==> src/hdl/gwm_pkg.sv <==
package gwm_pkg;

  localparam int PATTERN_CHARS = 32;
  // Live positions run from 0 (nothing matched) up to PATTERN_CHARS.
  localparam int POS_W = PATTERN_CHARS + 1;
  localparam int LEN_W = $clog2(PATTERN_CHARS + 1);
  // Prefix levels for the star closure over POS_W positions.
  localparam int CLOSE_LEVELS = $clog2(POS_W);

  localparam logic [7:0] STAR_CHAR = 8'h2A;
  localparam logic [7:0] ANY_CHAR  = 8'h3F;
  localparam logic [7:0] END_CHAR  = 8'h00;

  // Register map, 64-bit registers at 8-byte strides.
  localparam int CFG_DATA_W = 64;
  localparam int CFG_ADDR_W = 6;
  localparam int REG_IDX_W  = 3;
  localparam logic [REG_IDX_W-1:0] REG_PAT0 = 3'd0;
  localparam logic [REG_IDX_W-1:0] REG_PAT1 = 3'd1;
  localparam logic [REG_IDX_W-1:0] REG_PAT2 = 3'd2;
  localparam logic [REG_IDX_W-1:0] REG_PAT3 = 3'd3;
  localparam logic [REG_IDX_W-1:0] REG_LEN  = 3'd4;

  localparam int CHARS_PER_REG = 8;

  // Pattern as seen by the matcher: bytes plus the clamped length in use.
  typedef struct packed {
    logic [PATTERN_CHARS-1:0][7:0] chars;
    logic [LEN_W-1:0]              len;
  } gwm_pattern_t;

endpackage

==> src/hdl/gwm_regs.sv <==
module gwm_regs (
  input  logic                                clk,
  input  logic                                rst_n,
  input  logic                                cfg_psel,
  input  logic                                cfg_penable,
  input  logic                                cfg_pwrite,
  input  logic [gwm_pkg::CFG_ADDR_W-1:0]      cfg_paddr,
  input  logic [gwm_pkg::CFG_DATA_W-1:0]      cfg_pwdata,
  output logic [gwm_pkg::CFG_DATA_W-1:0]      cfg_prdata,
  output gwm_pkg::gwm_pattern_t               pattern
);

  logic [3:0][gwm_pkg::CFG_DATA_W-1:0] pat_words_r;
  logic [gwm_pkg::LEN_W-1:0]           pat_len_r;
  logic                                wr_en;
  logic [gwm_pkg::REG_IDX_W-1:0]       reg_idx;

  assign reg_idx = cfg_paddr[gwm_pkg::CFG_ADDR_W-1:3];
  assign wr_en   = cfg_psel & cfg_penable & cfg_pwrite;

  always_ff @(posedge clk) begin
    if (!rst_n) begin
      pat_words_r <= '0;
      pat_len_r   <= '0;
    end else if (wr_en) begin
      case (reg_idx)
        gwm_pkg::REG_PAT0: pat_words_r[0] <= cfg_pwdata;
        gwm_pkg::REG_PAT1: pat_words_r[1] <= cfg_pwdata;
        gwm_pkg::REG_PAT2: pat_words_r[2] <= cfg_pwdata;
        gwm_pkg::REG_PAT3: pat_words_r[3] <= cfg_pwdata;
        gwm_pkg::REG_LEN:  pat_len_r      <= cfg_pwdata[gwm_pkg::LEN_W-1:0];
        default: ;
      endcase
    end
  end

  always_comb begin
    case (reg_idx)
      gwm_pkg::REG_PAT0: cfg_prdata = pat_words_r[0];
      gwm_pkg::REG_PAT1: cfg_prdata = pat_words_r[1];
      gwm_pkg::REG_PAT2: cfg_prdata = pat_words_r[2];
      gwm_pkg::REG_PAT3: cfg_prdata = pat_words_r[3];
      gwm_pkg::REG_LEN:  cfg_prdata = gwm_pkg::CFG_DATA_W'(pat_len_r);
      default:           cfg_prdata = '0;
    endcase
  end

  // Byte i of the pattern sits in word i/8 at bits 8*(i%8); lengths past
  // the pattern store clamp to its size.
  always_comb begin
    for (int i = 0; i < gwm_pkg::PATTERN_CHARS; i++) begin
      pattern.chars[i] = pat_words_r[i / gwm_pkg::CHARS_PER_REG]
                                    [(i % gwm_pkg::CHARS_PER_REG) * 8 +: 8];
    end
    if (pat_len_r > gwm_pkg::LEN_W'(gwm_pkg::PATTERN_CHARS)) begin
      pattern.len = gwm_pkg::LEN_W'(gwm_pkg::PATTERN_CHARS);
    end else begin
      pattern.len = pat_len_r;
    end
  end

endmodule

==> src/hdl/gwm_nfa.sv <==
module gwm_nfa (
  input  gwm_pkg::gwm_pattern_t          pattern,
  input  logic [gwm_pkg::POS_W-1:0]      live,
  input  logic [7:0]                     text_byte,
  output logic [gwm_pkg::POS_W-1:0]      live_nxt,
  output logic                           matched
);

  localparam int L = gwm_pkg::CLOSE_LEVELS;

  logic [gwm_pkg::POS_W-1:0]      mask;
  logic [gwm_pkg::POS_W-1:0]      closed;
  logic [gwm_pkg::POS_W-1:0]      step;
  logic [L:0][gwm_pkg::POS_W-1:0] gen;
  logic [L:0][gwm_pkg::POS_W-1:0] prop;

  // Star closure as a parallel prefix: a live bit flows upward through
  // each run of '*' positions, like a carry through propagate bits.
  always_comb begin
    for (int j = 0; j < gwm_pkg::POS_W; j++) begin
      mask[j] = (gwm_pkg::LEN_W'(j) <= pattern.len) || (j == 0);
    end
    gen[0]     = live & mask;
    prop[0][0] = 1'b0;
    for (int j = 1; j < gwm_pkg::POS_W; j++) begin
      prop[0][j] = (gwm_pkg::LEN_W'(j - 1) < pattern.len) &&
                   (pattern.chars[j-1] == gwm_pkg::STAR_CHAR);
    end
    for (int l = 0; l < L; l++) begin
      for (int j = 0; j < gwm_pkg::POS_W; j++) begin
        if (j >= (1 << l)) begin
          gen[l+1][j]  = gen[l][j] | (prop[l][j] & gen[l][j - (1 << l)]);
          prop[l+1][j] = prop[l][j] & prop[l][j - (1 << l)];
        end else begin
          gen[l+1][j]  = gen[l][j];
          prop[l+1][j] = 1'b0;
        end
      end
    end
    closed = gen[L];
  end

  // One text byte: '*' stays put, '?' or an equal nonzero byte advances.
  always_comb begin
    step = '0;
    for (int i = 0; i < gwm_pkg::PATTERN_CHARS; i++) begin
      if (closed[i] && (gwm_pkg::LEN_W'(i) < pattern.len)) begin
        if (pattern.chars[i] == gwm_pkg::STAR_CHAR) begin
          step[i] = 1'b1;
        end else if ((pattern.chars[i] == gwm_pkg::ANY_CHAR) ||
                     ((pattern.chars[i] != gwm_pkg::END_CHAR) &&
                      (pattern.chars[i] == text_byte))) begin
          step[i+1] = 1'b1;
        end
      end
    end
  end

  assign matched  = closed[pattern.len];
  assign live_nxt = (text_byte == gwm_pkg::END_CHAR) ? gwm_pkg::POS_W'(1) : step;

endmodule

==> src/hdl/wildcard_glob_matcher_unit.sv <==
// Channel  Dir  Handshake             Payload
// in_      in   in_tvalid/in_tready   in_tdata[7:0]  = text_byte
// out_     out  out_tvalid/out_tready out_tdata[7:0] = {7'b0, matched}
// cfg_     in   APB, pready tied high 64-bit pattern words, pattern_length
//
// One text byte per cycle sustained while no zero byte waits on out_. Each item
// is held in the input register; the live-position update (star closure prefix
// plus one match step) is the logic between it and the live/result registers.
// A zero byte yields one item on out_, registered in the result register once
// it leaves the input register; other bytes yield nothing. Reset (rst_n low,
// synchronous) empties both registers and sets live position zero; the pattern
// resets to empty. When out_ stalls with a result pending, non-zero bytes keep
// flowing and only a following zero byte waits in the input register.
module wildcard_glob_matcher_unit (
  input  logic                               clk,
  input  logic                               rst_n,
  // in_tdata: [7:0] text_byte
  input  logic                               in_tvalid,
  output logic                               in_tready,
  input  logic [7:0]                         in_tdata,
  // out_tdata: [0] matched, [7:1] zero
  output logic                               out_tvalid,
  input  logic                               out_tready,
  output logic [7:0]                         out_tdata,
  input  logic                               cfg_psel,
  input  logic                               cfg_penable,
  input  logic                               cfg_pwrite,
  input  logic [gwm_pkg::CFG_ADDR_W-1:0]     cfg_paddr,
  input  logic [gwm_pkg::CFG_DATA_W-1:0]     cfg_pwdata,
  output logic [gwm_pkg::CFG_DATA_W-1:0]     cfg_prdata,
  output logic                               cfg_pready
);

  gwm_pkg::gwm_pattern_t         pattern;
  logic                          s1_valid_r;
  logic [7:0]                    s1_byte_r;
  logic [gwm_pkg::POS_W-1:0]     live_r;
  logic [gwm_pkg::POS_W-1:0]     live_nxt;
  logic                          out_valid_r;
  logic                          out_valid_nxt;
  logic                          out_matched_r;
  logic                          matched;
  logic                          s1_end;
  logic                          s1_adv;
  logic                          out_free;

  assign cfg_pready = 1'b1;

  gwm_regs u_regs (
    .clk         (clk),
    .rst_n       (rst_n),
    .cfg_psel    (cfg_psel),
    .cfg_penable (cfg_penable),
    .cfg_pwrite  (cfg_pwrite),
    .cfg_paddr   (cfg_paddr),
    .cfg_pwdata  (cfg_pwdata),
    .cfg_prdata  (cfg_prdata),
    .pattern     (pattern)
  );

  gwm_nfa u_nfa (
    .pattern   (pattern),
    .live      (live_r),
    .text_byte (s1_byte_r),
    .live_nxt  (live_nxt),
    .matched   (matched)
  );

  // End-of-string bytes need a free result register; others always move on.
  assign s1_end    = (s1_byte_r == gwm_pkg::END_CHAR);
  assign out_free  = !out_valid_r || out_tready;
  assign s1_adv    = s1_valid_r && (!s1_end || out_free);
  assign in_tready = !s1_valid_r || s1_adv;

  assign out_valid_nxt = (out_valid_r && !out_tready) || (s1_adv && s1_end);

  always_ff @(posedge clk) begin
    if (!rst_n) begin
      s1_valid_r  <= 1'b0;
      out_valid_r <= 1'b0;
      live_r      <= gwm_pkg::POS_W'(1);
    end else begin
      if (in_tready) begin
        s1_valid_r <= in_tvalid;
      end
      if (s1_adv) begin
        live_r <= live_nxt;
      end
      out_valid_r <= out_valid_nxt;
    end
  end

  // Payload registers, no reset.
  always_ff @(posedge clk) begin
    if (in_tready) begin
      s1_byte_r <= in_tdata;
    end
    if (s1_adv && s1_end) begin
      out_matched_r <= matched;
    end
  end

  assign out_tvalid = out_valid_r;
  assign out_tdata  = {7'b0, out_matched_r};

endmodule
==> config.mk <==
export PLATFORM = sky130hd
export DESIGN_NAME = wildcard_glob_matcher_unit
export DESIGN_NICKNAME = d
export VERILOG_FILES = /design/src/hdl/gwm_pkg.sv /design/src/hdl/gwm_regs.sv /design/src/hdl/gwm_nfa.sv /design/src/hdl/wildcard_glob_matcher_unit.sv
export SDC_FILE = /design/constraint.sdc
export NUM_CORES = 1
export LEC_CHECK = 0
export BUFFER_PORTS_ARGS = -buffer_cell sky130_fd_sc_hd__buf_2
export CAP_MARGIN = 0
export CORE_MARGIN = 1
export CORE_UTILIZATION = 60
export CTS_CLUSTER_SIZE = 30
export DETAILED_ROUTE_END_ITERATION = 7
export PLACE_DENSITY = 0.8
export SLEW_MARGIN = 20
export SYNTH_ARGS = -nofsm -noshare
export SYNTH_HDL_FRONTEND = slang
export SYNTH_SLANG_ARGS = --single-unit
==> constraint.sdc <==
create_clock -name clk -period 8.2 [get_ports clk]
set_input_delay 0.82 -clock clk [delete_from_list [all_inputs] [get_ports clk]]
set_output_delay 0.82 -clock clk [all_outputs]
set_load 0.05 [all_outputs]
==> results of run 1 <==
## worst reg2reg max path, stage by stage (launching register included)
cell and delay [ns]:
dfxtp_1 0.72, buf_4 0.40, or3_1 0.39, o2111ai_1 0.15, a22oi_1 0.31, o21bai_1 0.26
o311a_4 0.46, o21ai_4 0.34, a41oi_4 0.24, o31ai_1 0.64, and2_1 0.21, o21ai_1 0.07
a21boi_1 0.16
## cell families after synthesis
group	Yosys count	synth area share, %
compound gates	740	25.6
xor+xnor	246	11.1
buf+inv	225	4.53
flops	306	32.0
mux	12	0.658
other cells	2	0.0387
simple gates	1097	26.0
## cell usage in the layout, fill, tap and decap left out, types with 8 or more instances in the layout
cell type	n
conb_1	8
and2_1	14
o31ai_1	13
a21boi_0	15
buf_2	148
edfxtp_1	9
a41oi_1	10
clkbuf_16	37
dfxtp_1	297
a221o_1	57
xor2_1	33
xnor2_1	213
nor2_1	99
nand2b_1	10
nor2b_1	30
o21ai_0	71
o211ai_1	8
a22o_1	58
and3_1	17
a2111oi_0	10
a22oi_1	44
or4_1	19
inv_1	29
nor4_1	50
nor3_1	54
a41o_1	12
or3_1	25
a21oi_1	312
a31oi_1	14
nand2_1	617
nand3_1	46
nand4_1	60
or2_2	11
a21o_1	11
o22ai_1	16
buf_4	26
## layout make-up
| cell class | instances | area [µm²] | area share (%) |
|---|---|---|---|
| clock buffer | 50 | 1030 | 4.84 |
| clock inverter | 12 | 169 | 0.790 |
| inverter | 31 | 121 | 0.567 |
| multi-input combinational | 2103 | 12400 | 58.0 |
| sequential | 306 | 6220 | 29.1 |
| tap | 402 | 503 | 2.35 |
| timing repair buffer | 174 | 936 | 4.38 |
## power breakdown
part / switching [µW] / leakage [µW] / internal (µW)
logic: 201 / 0.00406 / 88.5
clock network: 657 / 0.000588 / 1010
registers: 18.5 / 0.00249 / 1510
## flip-flops by register name, summed over array words and instances, names as in the netlist
signal / flops
u_regs.pat_len_r: 6
s1_byte_r: 8
out_tvalid: 1
s1_valid_r: 1
u_regs.pattern: 256
out_matched_r: 1
live_r: 33
## path summary, 6_finish.rpt
| path | startpoint | to | depth (start not counted) |
|---|---|---|---|
| worst min register to register | live_r[28] | live_r[28] | 2 |
| worst min-delay path | in_tdata[3] | s1_byte_r[3] | 1 |
| worst max register to register | u_regs.pat_len_r[5] | live_r[29] | 12 |
| worst max-delay path | u_regs.pat_len_r[5] | live_r[29] | 12 |
## routing by layer
metal	vias to the layer above	track usage [%]	part of all wire (%)
met4	0	22.9	4.9
li1	9468	-	-
met1	10100	57.8	39
met2	1615	71.5	44
met3	326	9.19	13
met5	-	0	0
## through the flow
step | power [µW] | cells | hold WS [ns] | utilization (%) | worst slack, ns
2_1_floorplan | 1730 | 2634 | 0.444 | - | 4.76
6_report | 3480 | 3078 | 0.459 | 67.4 | 3.79
4_1_cts | 3460 | 3078 | 0.452 | 67.4 | 3.96
3_5_place_dp | 1830 | 3016 | 0.469 | 63.6 | 4.00
5_1_grt | 3550 | 3078 | 0.451 | 67.4 | 3.58
3_3_place_gp | 1820 | 3016 | 0.457 | 63.6 | 3.97
==> results.cfg, run 1 <==
[run_status]
status = completed

[power]
p_per_area_nw_per_um2 = 163
ir_drop_mv = 0.169
leakage_uw = 0.00714

[sta]
post-route-period-util_pct = 53.8
slew_viol_final = 0
finalHoldViolations = 0
period_needed_ns = 4.41
fin_skew_ns = 0.0192
rsz0062_at_grt = false
setup-tns-final_ns = 0
max_slew_margin_pct = 17.5
timing.fmax_mhz = 227
worstMarginPinSlew_ns = 1.22
finalSetupViolCount = 0

[placed_design]
placed_area_um2 = 20200
io_buffer_count = 148
globalplace.congestion = 1.05
dp_hpwl_um = 48900

[logic_synthesis]
yosys_warnings = 0
synth_cell_types = 85
synth-main-ff-cell = dfxtp_1
yosysMostFrequentCell = nand2_1
ys_seq_elements = 306
netlist_area_um2 = 19400
syn_avg_cell_area_um2 = 7.38
synth-edff-count = 9
syn_inst = 2628
yosysSeqAreaShare_pct = 32.0
yosys-top-cells-count = nand2_1, a21oi_1, dfxtp_1
async_reset_ff_share_pct = 0
synth_top_area_cell = dfxtp_1
synth_area_leaders = dfxtp_1, nand2_1, xnor2_1, a21oi_1, clkbuf_1
synth_top_area_share_pct = 30.6

[global_route]
antenna_found_initial = 0
grt_max_degree = 94
grt_usage_pct = 45.0
grt_pass1_wl_um = 116000
overflow = 0
grt_pass1_vias = 20700

[clock_network]
cts_sinks = 306
cts_setup_buffers = 0
path_clk_slew_ns = 0.06
cts_hold_buf = 0
cts_buffers = 36
cts_resized = 0
clock_latency_ns = 0.54
h-tree-depth = 2
cts_tree = built
cts_buffer_depth = 3
root_buffer = clkbuf_16

[drt]
drc = 0
drt-total-wl_um = 75700
firstDrtPassIters = 6
dr_total_vias = 21500
drt-vias-per-instance = 6.97
antenna_left = 0
drt_iter0_drc = 2856
wl_per_cell_um = 24.6

[critical_path]
crit_type = flop to flop
crit_family = compound AO/OA/AOI/OAI gates
path_cells = buf_4, or3_1, o2111ai_1, a22oi_1, o21bai_1, o311a_4, o21ai_4, a41oi_4, o31ai_1, and2_1, o21ai_1, a21boi_1
path_max_fanout = 24
cp.required_ns = 8.67
cp-start-kind = flop
cpPeakStageDelay_ns = 0.72
crit_path_end_kind = flop
arrival_ns = 4.88
slowest_stage = dfxtp_1
worst-path-buf-inv = 1
reg2reg_slack_ns = 3.79

[flow_run]
drv_cap = 0

[final_layout]
num_antenna_cells = 0
area_growth_pct = 10.2
fillCellCount = 2693
num-nets-final = 2737
final_cell_area_um2 = 21400
final_layout_size_suffix_gt1_share_pct = 10.2

[floorplan]
die_area_um2 = 33100
rows = 65
fp.coreArea_um2 = 31700
io_pins = 160
start_util_pct = 61.2
die_h_um = 182
die_x_um = 182

[worst_hold_path]
hold_path_class = input port to flop
Power figures use the tool's default switching activity.
==> run 2, diff against run 1 <==
==> constraint.sdc (replaced) <==
create_clock -name clk -period 4.37 [get_ports clk]
set_input_delay 0.437 -clock clk [delete_from_list [all_inputs] [get_ports clk]]
set_output_delay 0.437 -clock clk [all_outputs]
set_load 0.05 [all_outputs]
==> results.cfg, run 2 (synthesized netlist as in run 1, its figures left out) <==
[run_status]
status = finished with violations
violations = DRC

[drt]
dr_total_vias = 22000
drt_iter0_drc = 3072
firstDrtPassIters = 8
wl_per_cell_um = 24.9
antenna_left = 0
drc = 1
drt-total-wl_um = 77500
drt-vias-per-instance = 7.05

[sta]
max_slew_margin_pct = 30.4
fin_skew_ns = 0.0187
setup-tns-final_ns = 0
rsz0062_at_grt = false
post-route-period-util_pct = 91.9
timing.fmax_mhz = 249
period_needed_ns = 4.02
slew_viol_final = 0
finalSetupViolCount = 0
worstMarginPinSlew_ns = 1.03
finalWorstSetupSlack_ns = 0.355
finalHoldViolations = 0

[placed_design]
globalplace.congestion = 1.05
io_buffer_count = 148
dp_hpwl_um = 54000
placed_area_um2 = 20500
post-place-ws_ns = 0.508

[clock_network]
cts_tree = built
path_clk_slew_ns = 0.06
cts_hold_buf = 0
clock_latency_ns = 0.52
root_buffer = clkbuf_16
cts_buffer_depth = 3
h-tree-depth = 2
cts_sinks = 306
cts_setup_buffers = 0
cts_resized = 0
cts_buffers = 35

[power]
pwr-share-seq_pct = 43.5
p_total_uw = 6590
switching_share_pct = 24.8
p_clk_share_pct = 48.1
p_sw_uw = 1630
combPwrFrac_pct = 8.5
ir_drop_mv = 0.427
internal-power_uw = 4950
p_per_area_nw_per_um2 = 303
leakage_uw = 0.00733

[final_layout]
utilization_pct = 68.6
largest_reg_flops = 256
num-nets-final = 2779
layout.cells.most_common = nand2_1
area_growth_pct = 12.1
final_cell_area_um2 = 21800
final_layout_size_suffix_gt1_share_pct = 11.5
num_antenna_cells = 0
final_cell_mix = nand2_1, a21oi_1, dfxtp_1, xnor2_1, buf_2
fillCellCount = 2639

[worst_hold_path]
hold_path_class = input port to flop
min_from = in_tdata[5]
whs_path_depth = 1

[floorplan]
io_pins = 160
start_util_pct = 61.2
die_x_um = 182
rows = 65
die_area_um2 = 33100
die_h_um = 182
fp.coreArea_um2 = 31700

[critical_path]
crit_path_end_kind = flop
cp.required_ns = 4.83
arrival_ns = 4.47
crit_type = flop to flop
cp-start-kind = flop
path_max_fanout = 6
reg2reg_from = u_regs.pattern[48]
startpoint = u_regs.pattern[48]
reg2reg_depth = 12

[global_route]
antenna_found_initial = 0
grt_pass1_vias = 20500
grt_max_degree = 110
grt_pass1_wl_um = 117000
grt_usage_pct = 45.4
overflow = 0

[flow_run]
drv_cap = 0
## run 2: layout make-up
type                            count  area (µm²)  share of cell area [%]
Clock buffer                       49        1070                    4.93
Clock inverter                      9         153                   0.702
Inverter                           31         121                   0.558
Multi-Input combinational cell   2103       12400                    56.8
Sequential cell                   306        6220                    28.6
Tap cell                          402         503                    2.31
Timing Repair Buffer              217        1320                    6.07
## run 2: metrics by stage
stage	hold slack (ns)	cells
floorplan	0.444	2634
global placement	0.459	3059
detailed placement	0.472	3059
CTS	0.0871	3117
global route	0.0909	3117
finish	0.0994	3117
## run 2: path summary, 6_finish.rpt
kind	slack (ns)	to
max reg2reg	0.35	live_r[27]
max	0.35	live_r[27]
min reg2reg	0.49	live_r[25]
min	0.1	s1_byte_r[5]
## run 2: critical path: stages, from the launching register on
cell and delay, ns:
dfxtp_1 0.38, or4_1 0.59, or4_1 0.54, nor2_1 0.38
o211ai_1 0.24, a2111oi_0 0.49, nor3_1 0.08, buf_4 0.18
o211a_1 0.30, o21a_1 0.26, o31ai_1 0.24, a22oi_1 0.10
nor2b_1 0.15
## run 2: power groups by stage
stage | clock network [µW] | registers [µW] | logic [µW]
3_3_place_gp | 0 | 2920 | 521
5_1_grt | 3270 | 2860 | 582
6_report | 3170 | 2860 | 558
3_5_place_dp | 0 | 2920 | 535
2_1_floorplan | 0 | 2910 | 349
4_1_cts | 3160 | 2860 | 537
## run 2: routing by layer
metal  routed length [µm]  vias to the layer above  GRT usage (%)
met5                    0                        -              0
met4                 4390                        0           25.4
met3                 9800                      364           9.67
met2                34000                     1720           71.4
met1                29300                    10300           57.9
li1                     -                     9541              -
